## src/design/srl_pkg.sv

```systemverilog
package srl_pkg;

   // Field widths
   localparam int SECONDS_W = 32;
   localparam int MICROS_W  = 20;
   localparam int LENGTH_W  = 18;
   localparam int COUNT_W   = 32;
   localparam int RATE_W    = 16;
   localparam int STAMP_W   = 52;
   localparam int DEADLINE_W = STAMP_W + 1;

   // Fixed constants
   localparam logic [MICROS_W-1:0] MICROS_PER_SECOND = MICROS_W'(1000000);
   localparam logic [16:0]         BYTES_PER_MBIT    = 17'd125000;
   localparam logic [COUNT_W-1:0]  LIMIT_RESET       = COUNT_W'(100 * 125000);

   typedef struct packed {
      logic [SECONDS_W-1:0] time_seconds;
      logic [MICROS_W-1:0]  time_micros;
      logic [LENGTH_W-1:0]  packet_length;
   } req_type;

   typedef struct packed {
      logic               passed;
      logic               log_full_drop;
      logic [COUNT_W-1:0] window_bytes;
      logic [COUNT_W-1:0] total_count;
      logic [COUNT_W-1:0] passed_count;
      logic [COUNT_W-1:0] skipped_count;
      logic [COUNT_W-1:0] peak_window_bytes;
   } rsp_type;

   // One log entry: stamp plus one second, and the packet length
   typedef struct packed {
      logic [DEADLINE_W-1:0] deadline;
      logic [LENGTH_W-1:0]   bytes;
   } entry_type;

   // Controller to datapath
   typedef struct packed {
      logic load;
      logic retire;
      logic decide;
   } cmd_type;

   // Datapath to controller
   typedef struct packed {
      logic retire_hit;
   } status_type;

   typedef enum logic [2:0] {
      ST_IDLE   = 3'b001,
      ST_RETIRE = 3'b010,
      ST_DECIDE = 3'b100
   } state_type;

endpackage

```

## src/design/srl_ctrl.sv

```systemverilog
module srl_ctrl (
   input  logic                 clock,
   input  logic                 reset,
   input  logic                 req_valid,
   output logic                 req_stall,
   output logic                 rsp_valid,
   input  logic                 rsp_stall,
   input  srl_pkg::status_type  status,
   output srl_pkg::cmd_type     cmd
);

   srl_pkg::state_type state_ff, state_in;
   logic               rsp_valid_ff, rsp_valid_in;
   logic               out_free;

   // Result register may be overwritten when empty or being taken
   assign out_free = !rsp_valid_ff || !rsp_stall;

   // Sequence one packet: take, retire old entries, decide
   always_comb begin
      state_in = state_ff;
      cmd      = '0;
      req_stall = 1'b1;
      case (state_ff)
         srl_pkg::ST_IDLE: begin
            req_stall = 1'b0;
            if (req_valid) begin
               cmd.load = 1'b1;
               state_in = srl_pkg::ST_RETIRE;
            end
         end
         srl_pkg::ST_RETIRE: begin
            if (status.retire_hit) begin
               cmd.retire = 1'b1;
            end else begin
               state_in = srl_pkg::ST_DECIDE;
            end
         end
         srl_pkg::ST_DECIDE: begin
            if (out_free) begin
               cmd.decide = 1'b1;
               req_stall  = 1'b0;
               if (req_valid) begin
                  cmd.load = 1'b1;
                  state_in = srl_pkg::ST_RETIRE;
               end else begin
                  state_in = srl_pkg::ST_IDLE;
               end
            end
         end
         default: begin
            state_in = srl_pkg::ST_IDLE;
         end
      endcase
   end

   // Hold the result beat until taken
   always_comb begin
      if (cmd.decide) begin
         rsp_valid_in = 1'b1;
      end else begin
         rsp_valid_in = rsp_valid_ff && rsp_stall;
      end
   end

   always_ff @(posedge clock) begin
      if (reset) begin
         state_ff     <= srl_pkg::ST_IDLE;
         rsp_valid_ff <= 1'b0;
      end else begin
         state_ff     <= state_in;
         rsp_valid_ff <= rsp_valid_in;
      end
   end

   assign rsp_valid = rsp_valid_ff;

endmodule

```

## config.mk

```make
export PLATFORM = sky130hd
export DESIGN_NAME = srl_ctrl
export DESIGN_NICKNAME = d
export VERILOG_FILES = /design/src/design/srl_pkg.sv /design/src/design/srl_ctrl.sv
export SDC_FILE = /design/constraint.sdc
export NUM_CORES = 1
export LEC_CHECK = 0
export BUFFER_PORTS_ARGS = -buffer_cell sky130_fd_sc_hd__buf_2
export CAP_MARGIN = 15
export CORE_AREA = 2 2 39 41
export CTS_BUF_LIST = sky130_fd_sc_hd__clkbuf_4
export CTS_CLUSTER_DIAMETER = 100
export DETAILED_ROUTE_END_ITERATION = 10
export DIE_AREA = 0 0 41 43
export SYNTH_ARGS = -nofsm -noshare
export SYNTH_HDL_FRONTEND = slang
export SYNTH_SLANG_ARGS = --single-unit
```

## constraint.sdc

```tcl
create_clock -name clock -period 3.7 [get_ports clock]
set_clock_uncertainty 0.2 [all_clocks]
set_input_delay 0.74 -clock clock [delete_from_list [all_inputs] [get_ports clock]]
set_output_delay 0.74 -clock clock [all_outputs]
set_load 0.01 [all_outputs]
```

; ---- After elaboration in Yosys (flattened, before gate mapping)
; Cells that the tools add are included.
[word_totals]
ff_bits = 4
in_bits = 5
elab_cells = 28
latchBits = 0
n_memories = 0
out_inout_bits = 5
rom_bits = 0
ram_bits = 0
[op_classes]
mux = 15
shift = 0
n_eq_ne = 6
n_reduce_logical = 5
add_sub_neg = 0
n_div = 0
bitwise_logic = 0
n_lt_le_gt_ge = 0
multipliers = 0
[ops]
columns = cell, count
row1 = 3-bit two-way mux, 3
row2 = 3-bit one-hot mux with 3 select lines, 1
row3 = 1-bit two-way mux, 8
row4 = 2-bit inequality test (second input constant), 3
row5 = 1-bit one-hot mux with 2 select lines, 2
row6 = 3-bit by 1-bit == test with 1-bit output (second input constant), 1
row7 = 3-bit by 2-bit == test with 1-bit output (second input constant), 1
row8 = 3-bit == test (second input constant), 1
row9 = 3-bit AND reduction, 1
row10 = 1-bit logical NOT, 2
row11 = 2-bit two-way mux, 1
row12 = 1-bit logical AND, 1
row13 = 1-bit logical OR, 1

; ---- Longest topological paths before layout
; Gate-level depths: netlist of the first run.
[depth]
word_depth = 5
depth_mapped = 3

; ---- Worst setup path before layout of the first run
; Ideal clock, no wire load.
[synth_path]
path_type = input -> output
start = input rsp_stall
end = output cmd[2] (netlist bit)
path_slack_ns = 1.623
path_stages = 3
arrival_time_ns = 1.137
required_ns = 2.760
cell_sequence = nand2_1 -> nand3b_1 -> a21oi_1
[synth_rtl]
columns = item, line_no
row1 = start: declaration, srl_ctrl.sv:7  ; input logic rsp_stall,
row2 = end: declaration, srl_ctrl.sv:9  ; output srl_pkg::cmd_type cmd

; ---- Worst setup path in the final report of the first run
[layout_path]
start = input rsp_stall
end = output req_stall
[layout_between]
elab_chain_cells = 4
[layout_lines]
columns = item, line_no
row1 = 1-bit logical NOT, srl_ctrl.sv:17  ; assign out_free = !rsp_valid_ff || !rsp_stall;
row2 = 1-bit logical OR, srl_ctrl.sv:17
row3 = 1-bit two-way mux, srl_ctrl.sv:40  ; if (out_free) begin
row4 = 1-bit one-hot mux with 2 select lines, srl_ctrl.sv:24  ; case (state_ff)
row5 = end: declaration, srl_ctrl.sv:5  ; output logic req_stall,
; Every way passes these cells.

==> impl_metrics.ini, run 1 <==
[timing]
slew_headroom_pct = 84.66
setup_violations = 0
final_hold_viol_count = 0
drv_slew = 0
finalSetupTns_ns = 0
worst_slew_pin_slew_ns = 0.2298
rsz0062_at_grt = false
setup_slack_ns = 1.393
min_period_ns = 2.307
period_share_pct = 62.35
fin_hold_ws_ns = 0.3567
max_freq_ghz = 0.4335

[global_routing]
antenna_found_initial = 0
grt_pass1_wl_um = 897
overflow = 0
grt_pass1_vias = 213
globalRouteTotalUtil_pct = 8.124
grt_max_degree = 10

[layout]
layout.nets = 46
fin_area_um2 = 326.6
n_fill_cell = 163
n_antenna_cell = 0
layout.cells.non_filler = 55
fin_util_pct = 23.60
layout-drive-gt1-share_pct = 38.46
syn_to_final_growth_pct = 36.65

[clock_network]
cts_made_buffers = 3
cts.sinks = 4
cts.path.max_buffers = 2
clock-root-buffer = clkbuf_4
clock_latency_ns = 0.23
htree_num_levels = 1
post-cts-setup-buffers = 0
tritoncts = done
post_cts_resized = 0
cts.clk_slew.worst_paths_ns = 0.04
postCtsHoldBufs = 0

[die]
io_pins = 10
core_um2 = 1384
die_area_um2 = 1763
initial_core_util_pct = 17.27
rows = 14
fp.dieW_um = 41
die_h_um = 43

[logic_synthesis]
synth.cell_area_um2 = 239.0
netlist.top_cell.by_area = dfxtp_1
synth_cell_type_count = 15
synth_area_leaders = dfxtp_1 (34%), a21oi_1 (10%), and4bb_2 (10%)
syn_inst = 27
yosysWarnings = 0
ys_seq_elements = 4
synth_area_per_cell_um2 = 8.851
synth_top_area_share_pct = 33.51
synth_nets = 32
ys_seq_area_share_pct = 33.51

[route]
vias = 235
wirelength_um = 548
dr.pass1.iters = 2
post-route-drc-count = 0
routed_via_density = 4.273
ant_nets = 0
wl_per_cell_um = 9.964
drt_iter0_drc = 4

[placement]
io_buffers = 9
gp_congestion = 0.7218
hpwl_um = 414.1
post_dp_cell_area_um2 = 304.0
dp.cells = 52
dp_slack_ns = 1.382

[setup_path]
crit_type = input pin to output pin
crit_path_start_kind = input pin
cp_data_arrival_time_ns = 1.37
rr_endpoint = state_ff[0]
r2r_cells = 3
worstPathMaxFanout = 4
critical_path_required_ns = 2.76
r2r-start = state_ff[2]
reg2reg_setup_slack_ns = 2.34
crit_path_end_kind = output pin

[outcome]
status = finished, final reports clean

[power_and_ir_drop]
p_leak_nw = 0.1404
peakVddDrop_mv = 0.06780
powerDensity_nw_per_um2 = 362.7
p_total_mw = 0.1184

[min_path]
min_from = state_ff[0]
min_path_cells = 1
min_to = state_ff[2]
hp-class = flop to flop

[job]
maxCapViolCount = 0
-- where the power goes --
group	switching [mW]	internal (mW)	total, mW	leakage, nW
Combinational	0.00704	0.00870	0.0157	0.0939
Sequential	0.00307	0.0451	0.0482	0.0327
Clock	0.0182	0.0363	0.0545	0.0138
-- how the worst max path moves through the flow --
stage	from	to	slack, ns
after floorplan	rsp_stall	cmd[2]	1.62
after global placement	rsp_stall	req_stall	1.39
after detailed placement	rsp_stall	req_stall	1.38
after CTS	rsp_stall	req_stall	1.38
after global routing	state_ff[2]	cmd[0]	1.31
final	rsp_stall	req_stall	1.39
-- kinds of logic (layout without fill, tap and decap cells) --
family / count (synthesis) / in the layout / share of synthesized area (%)
buffers and inverters: 1 / 13 / 1.569
AND/OR/NAND/NOR: 14 / 14 / 42.93
AO/OA/AOI/OAI: 8 / 8 / 21.99
flip-flops: 4 / 4 / 33.51
-- final cells by class --
| class | count | area [um^2] | share of cell area, % |
|---|---|---|---|
| Clock buffer | 3 | 22.52 | 6.897 |
| Inverter | 1 | 3.754 | 1.149 |
| Multi-Input combinational cell | 22 | 155.1 | 47.51 |
| Sequential cell | 4 | 80.08 | 24.52 |
| Tap cell | 16 | 20.02 | 6.130 |
| Timing Repair Buffer | 9 | 45.04 | 13.79 |
-- worst max-delay path, cell delays in order --
cell      delay, ns
buf_2          0.12
nand2_1        0.10
nand3b_1       0.11
a21o_1         0.17
buf_2          0.13
-- state kept, by name (all words and copies together), names as in the netlist --
| signal | cells |
|---|---|
| state_ff | 3 |
| rsp_valid | 1 |
-- cell usage after synthesis, drive strengths merged --
library cell  count
nand4b            1
a211oi            1
nand3             1
a21o              1
nand2b            2
nand2             1
or3b              2
dfxtp             4
a21oi             5
and4bb            2
o31ai             1
nor3b             2
nor2              2
nand3b            1
inv               1
-- layout by cell type, fill, tap and decap left out --
cell type | netlist | final
a211oi_2 | 1 | 1
a21o_1 | 1 | 1
a21oi_1 | 5 | 5
and4bb_2 | 2 | 2
buf_2 | 0 | 9
clkbuf_4 | 0 | 3
dfxtp_1 | 4 | 4
inv_1 | 1 | 1
nand2_1 | 1 | 1
nand2b_1 | 2 | 2
nand3_1 | 1 | 1
nand3b_1 | 1 | 1
nand4b_1 | 1 | 1
nor2_1 | 2 | 2
nor3b_1 | 2 | 2
o31ai_1 | 1 | 1
or3b_1 | 2 | 2
-- metal layers --
metal / share of wire, % / track usage, % / wire length, um
met1: 47 / 11.22 / 256
met2: 47 / 8.750 / 255
met3: 4.0 / 1.571 / 22
met4: 2.4 / 10.00 / 13
met5: 0 / 0 / 0
Note: power is estimated with default switching activity, not from simulation.
==> run 2: changes to the inputs <==
==> constraint.sdc (replaced) <==
create_clock -name clock -period 1.9 [get_ports clock]
set_clock_uncertainty 0.2 [all_clocks]
set_input_delay 0.38 -clock clock [delete_from_list [all_inputs] [get_ports clock]]
set_output_delay 0.38 -clock clock [all_outputs]
set_load 0.01 [all_outputs]
==> run 2 against run 1 <==
  * First-iteration DRC count shrank 25%
  * Clock power grew 94%
  * Count of clock-buffer cells in the layout is the same
  * Die area is the same
  * Routed wire length shrank 0.18%
  * Global-route usage grew 0.78 points
  * Highest routed layer unchanged
  * Largest cell class unchanged
  * Register-to-register slack lost 1.8 ns
==> impl_metrics.ini, run 2 (synthesis gave the netlist of run 1 again) <==
[outcome]
status = finished, final reports clean

[timing]
setup_violations = 0
rsz0062_at_grt = false
setup_slack_ns = 0.08194
drv_slew = 0
worst_slew_pin_slew_ns = 0.1795
final_hold_viol_count = 0
period_share_pct = 95.69
max_freq_ghz = 0.5500
min_period_ns = 1.818
finalSetupTns_ns = 0
slew_headroom_pct = 87.93

[die]
core_um2 = 1384
io_pins = 10
rows = 14
initial_core_util_pct = 17.27
die_area_um2 = 1763
die_h_um = 43
fp.dieW_um = 41

[clock_network]
htree_num_levels = 1
clock_latency_ns = 0.23
cts.sinks = 4
postCtsHoldBufs = 0
tritoncts = done
cts.clk_slew.worst_paths_ns = 0.04
post-cts-setup-buffers = 0
cts.path.max_buffers = 2
post_cts_resized = 0
cts_made_buffers = 3
clock-root-buffer = clkbuf_4

[route]
wl_per_cell_um = 9.768
routed_via_density = 4.393
vias = 246
wirelength_um = 547
dr.pass1.iters = 3
post-route-drc-count = 0
ant_nets = 0
drt_iter0_drc = 3

[placement]
dp.cells = 53
hpwl_um = 438.6
dp_slack_ns = 0.2835
gp_congestion = 0.7236
io_buffers = 9

[global_routing]
overflow = 0
antenna_found_initial = 0
globalRouteTotalUtil_pct = 8.909
grt_max_degree = 10
grt_pass1_vias = 229
grt_pass1_wl_um = 959

[setup_path]
crit_type = flop to output pin
crit_path_start_kind = flop
critical_path_required_ns = 1.32
crit_path_end_kind = output pin
r2r_cells = 3
worstPathMaxFanout = 8
rr_endpoint = state_ff[2]
cp_data_arrival_time_ns = 1.24
r2r-start = state_ff[2]
reg2reg_setup_slack_ns = 0.57

[power_and_ir_drop]
peakVddDrop_mv = 0.2888
powerDensity_nw_per_um2 = 682.2
seqPwrFrac_pct = 40.8
p_leak_nw = 0.1479
power_switching_mw = 0.05488
combinationalPowerShare_pct = 13.6
switching_share_pct = 23.72
intPower_mw = 0.1764
pwr-share-clk_pct = 45.6

[layout]
largest_register_ffs = 3
syn_to_final_growth_pct = 41.88
final_cell_mix = buf_2 (9), a21oi_1 (5), clkbuf_4 (3)
top_register = state_ff
layout-drive-gt1-share_pct = 47.50
layout.cells.non_filler = 56
final_common_cell = buf_2
layout.nets = 47
n_antenna_cell = 0

[min_path]
min_from = reset
min_to = state_ff[2]
min_path_cells = 2
hp-class = input pin to flop

[job]
maxCapViolCount = 0
==> run 2: cell count changes in the layout (fill, tap and decap cells not counted) <==
cell	delta
dfxtp_2	+2
or3b_1	-1
buf_4	+1
or3b_4	+1
dfxtp_1	-2
==> run 2: final cells by class <==
type	count	area (um^2)
Multi-Input combinational cell	22	157.7
Inverter	1	3.754
Timing Repair Buffer	10	52.55
Clock buffer	3	22.52
Sequential cell	4	82.58
Fill cell	156	1045
Tap cell	16	20.02
==> run 2: layer usage <==
| metal | track usage (%) | share of wire, % | vias up |
|---|---|---|---|
| li1 | - | - | 129 |
| met1 | 10.19 | 38 | 107 |
| met2 | 10.00 | 49 | 8 |
| met3 | 5.236 | 9.5 | 2 |
| met4 | 10.00 | 2.6 | 0 |
| met5 | 0 | 0 | - |
==> run 2: power by group through the flow <==
stage / registers (mW) / logic [mW] / clock network (mW)
after global routing: 0.0956 / 0.0352 / 0.119
after floorplan: 0.0935 / 0.0185 / 0
after global placement: 0.0944 / 0.0317 / 0
after detailed placement: 0.0947 / 0.0316 / 0
final: 0.0944 / 0.0313 / 0.106
after CTS: 0.0933 / 0.0318 / 0.113
==> run 2: critical path, cell delays in order, from the launching register on <==
cell,delay (ns)
dfxtp_2,0.34
or3b_4,0.41
a21oi_1,0.11
buf_2,0.14
==> run 2: worst max-delay path by stage <==
stage | start | end | slack [ns] | cells past startpoint
floorplan | state_ff[2] | cmd[0] | 0.32 | 2
global route | state_ff[0] | cmd[0] | 0.005 | 3
finish | state_ff[0] | cmd[0] | 0.08 | 3
CTS | state_ff[0] | cmd[0] | 0.03 | 3
detailed placement | state_ff[0] | cmd[0] | 0.28 | 3
global placement | state_ff[0] | cmd[0] | 0.30 | 3
==> run 2: per-stage QoR <==
stage | hold WS [ns] | cell area [um^2] | total power, mW | utilization (%)
4_1_cts | 0.1470 | 334.1 | 0.2386 | 24.14
3_3_place_gp | 0.3288 | 311.5 | 0.1261 | 22.51
5_1_grt | 0.1499 | 339.1 | 0.2496 | 24.50
2_1_floorplan | 0.2446 | 239.0 | 0.1120 | -
3_5_place_dp | 0.3442 | 311.5 | 0.1264 | 22.51
6_report | 0.1568 | 339.1 | 0.2313 | 24.50
==> run 3: changes to the inputs <==
--- a/config.mk
+++ b/config.mk
@@ -5,8 +5,9 @@
 export SDC_FILE = /design/constraint.sdc
 export NUM_CORES = 1
 export LEC_CHECK = 0
+export ABC_AREA = 1
 export BUFFER_PORTS_ARGS = -buffer_cell sky130_fd_sc_hd__buf_2
-export CAP_MARGIN = 15
+export CAP_MARGIN = 20
 export CORE_AREA = 2 2 39 41
 export CTS_BUF_LIST = sky130_fd_sc_hd__clkbuf_4
 export CTS_CLUSTER_DIAMETER = 100
==> run 3 against run 2 <==
  * Highest routed layer is now met3
  * Worst hold slack lost 0.019 ns
  * Via count grew 14%
  * Count of clock-buffer cells in the layout is the same
  * Combinational power grew 86%
  * Final area grew 2.2%
  * Synthesized cell count grew 63%
  * Worst setup slack gained 0.11 ns
  * Power grew 8.7%
  * Final cell count grew 29%
==> impl_metrics.ini, run 3 <==
[outcome]
status = finished, final reports clean

[global_routing]
globalRouteTotalUtil_pct = 7.344
grt_max_degree = 6
grt_pass1_vias = 258
overflow = 0
grt_pass1_wl_um = 917
antenna_found_initial = 0

[logic_synthesis]
ys.flop_type = dfxtp_1
synth_area_leaders = dfxtp_1 (31%), nand3_1 (14%), inv_1 (13%)
ys_top_cells_by_count = inv_1 (9), nand2_1 (8), nand3_1 (7), nor2_1 (5), dfxtp_1 (4)
post-synth-top-count-cell = inv_1
ys_seq_elements = 4
synth_area_per_cell_um2 = 5.886
synth_nets = 49
synth_top_area_share_pct = 30.92
netlist.top_cell.by_area = dfxtp_1
syn_inst = 44
synth-edff-count = 0
ys_async_sr_fraction_pct = 0
ys_seq_area_share_pct = 30.92
synth_cell_type_count = 12
synth.cell_area_um2 = 259.0
yosysWarnings = 0

[clock_network]
clock_latency_ns = 0.23
cts.clk_slew.worst_paths_ns = 0.04
cts.sinks = 4
tritoncts = done
clock-root-buffer = clkbuf_4
postCtsHoldBufs = 0
post-cts-setup-buffers = 0
cts_made_buffers = 3
htree_num_levels = 1
cts.path.max_buffers = 2
post_cts_resized = 0

[route]
vias = 280
wl_per_cell_um = 7.069
routed_via_density = 3.889
routed-wl-met3_um = 8
wirelength_um = 509
dr_wl_met2_um = 261
ant_nets = 0
wl_met1_um = 238
route.top_layer_used = met3
post-route-drc-count = 0
drt_iter0_drc = 7
dr.pass1.iters = 4

[layout]
top_register = state_ff
fin_area_um2 = 346.6
n_antenna_cell = 0
final_cell_mix = inv_1 (9), buf_2 (9), nand2_1 (8)
layout.nets = 63
layout-drive-gt1-share_pct = 35.71
syn_to_final_growth_pct = 33.82
largest_register_ffs = 3
n_fill_cell = 156

[setup_path]
crit_path_cell_trace = nor2_2 > nand2_2 > inv_2 > nand3_1 > nand2_1 > buf_2
crit_path_end_kind = output pin
cp_data_arrival_time_ns = 1.13
critical_path_required_ns = 1.32
cpPeakStageDelay_ns = 0.36
crit_path_start_kind = flop
crit_type = flop to output pin
cp_slowest_cell = dfxtp_1
worstPathMaxFanout = 5

[die]
die_h_um = 43
io_pins = 10
rows = 14
core_um2 = 1384
initial_core_util_pct = 18.72
die_area_um2 = 1763
fp.dieW_um = 41

[timing]
rsz0062_at_grt = false
drv_slew = 0
min_period_ns = 1.706
period_share_pct = 89.81
slew_headroom_pct = 85.37
setup_violations = 0
setup_slack_ns = 0.1936
finalSetupTns_ns = 0
worst_slew_pin_slew_ns = 0.2191
final_hold_viol_count = 0
max_freq_ghz = 0.5860

[power_and_ir_drop]
switching_share_pct = 27.00
pwr-share-clk_pct = 39.1
seqPwrFrac_pct = 37.8
intPower_mw = 0.1836
combinationalPowerShare_pct = 23.1
peakVddDrop_mv = 0.3258
p_leak_nw = 0.2348
powerDensity_nw_per_um2 = 725.5
p_total_mw = 0.2515
power_switching_mw = 0.06789

[min_path]
hp-class = input pin to flop

[placement]
post_dp_cell_area_um2 = 324.1
io_buffers = 9
gp_congestion = 0.8250
dp_slack_ns = 0.3763
hpwl_um = 458.6

[job]
maxCapViolCount = 0
-- run 3: cell types whose count changed in the layout (fill, tap and decap cells not counted), moves of 2 or more --
cell / delta
nor2_1: +3
nand3_1: +6
nor2_2: +2
and4bb_2: -2
nand2b_1: -2
nor3b_1: -2
dfxtp_2: -2
nand2_2: +3
dfxtp_1: +2
a21oi_1: -4
nand2_1: +7
inv_2: +2
inv_1: +8
-- run 3: per-stage QoR --
stage,hold slack (ns),cells,util (%)
after global placement,0.3018,69,23.42
final,0.1380,72,25.05
after CTS,0.1357,72,25.05
after global routing,0.1427,72,25.05
after floorplan,0.2491,44,-
after detailed placement,0.3047,69,23.42
-- run 3: power by group through the flow --
| stage | combinational [mW] | clock, mW | sequential (mW) |
|---|---|---|---|
| 4_1_cts | 0.0593 | 0.103 | 0.0951 |
| 5_1_grt | 0.0672 | 0.109 | 0.0957 |
| 2_1_floorplan | 0.0418 | 0 | 0.0951 |
| 3_5_place_dp | 0.0592 | 0 | 0.0964 |
| 6_report | 0.0582 | 0.0982 | 0.0950 |
| 3_3_place_gp | 0.0585 | 0 | 0.0960 |
-- run 3: worst paths after layout --
check,from,endpoint,slack (ns),cells after the start
max,state_ff[1],cmd[2],0.19,6
min,reset,rsp_valid,0.14,2
max reg2reg,state_ff[0],state_ff[0],0.69,7
min reg2reg,rsp_valid,rsp_valid,0.30,2
-- run 3: logic make-up (layout without fill, tap and decap cells) --
| group | Yosys count | count (layout) | share of synthesized area [%] |
|---|---|---|---|
| AOI/OAI and AO/OA | 2 | 2 | 4.348 |
| buffers and inverters | 12 | 24 | 17.87 |
| and+or+nand+nor | 26 | 26 | 46.86 |
| DFF | 4 | 4 | 30.92 |
-- run 3: area by class of cell --
class | count | area [um^2] | area share, %
Tap cell | 16 | 20.02 | 5.776
Sequential cell | 4 | 80.08 | 23.10
Clock buffer | 3 | 22.52 | 6.498
Inverter | 12 | 46.29 | 13.36
Timing Repair Buffer | 9 | 45.04 | 13.00
Multi-Input combinational cell | 28 | 132.6 | 38.27
-- run 3: per-layer routing --
metal | vias to the layer above | GRT usage [%]
met4 | 0 | 4.000
met3 | 0 | 0
met5 | - | 0
met1 | 121 | 9.061
met2 | 2 | 12.19
li1 | 157 | -
-- run 3: worst max-delay path, delay by kind of cell (launching register included) --
kind	cells	cell delay (ns)
flops	1	0.36
simple gates	4	0.35
buf+inv	2	0.18
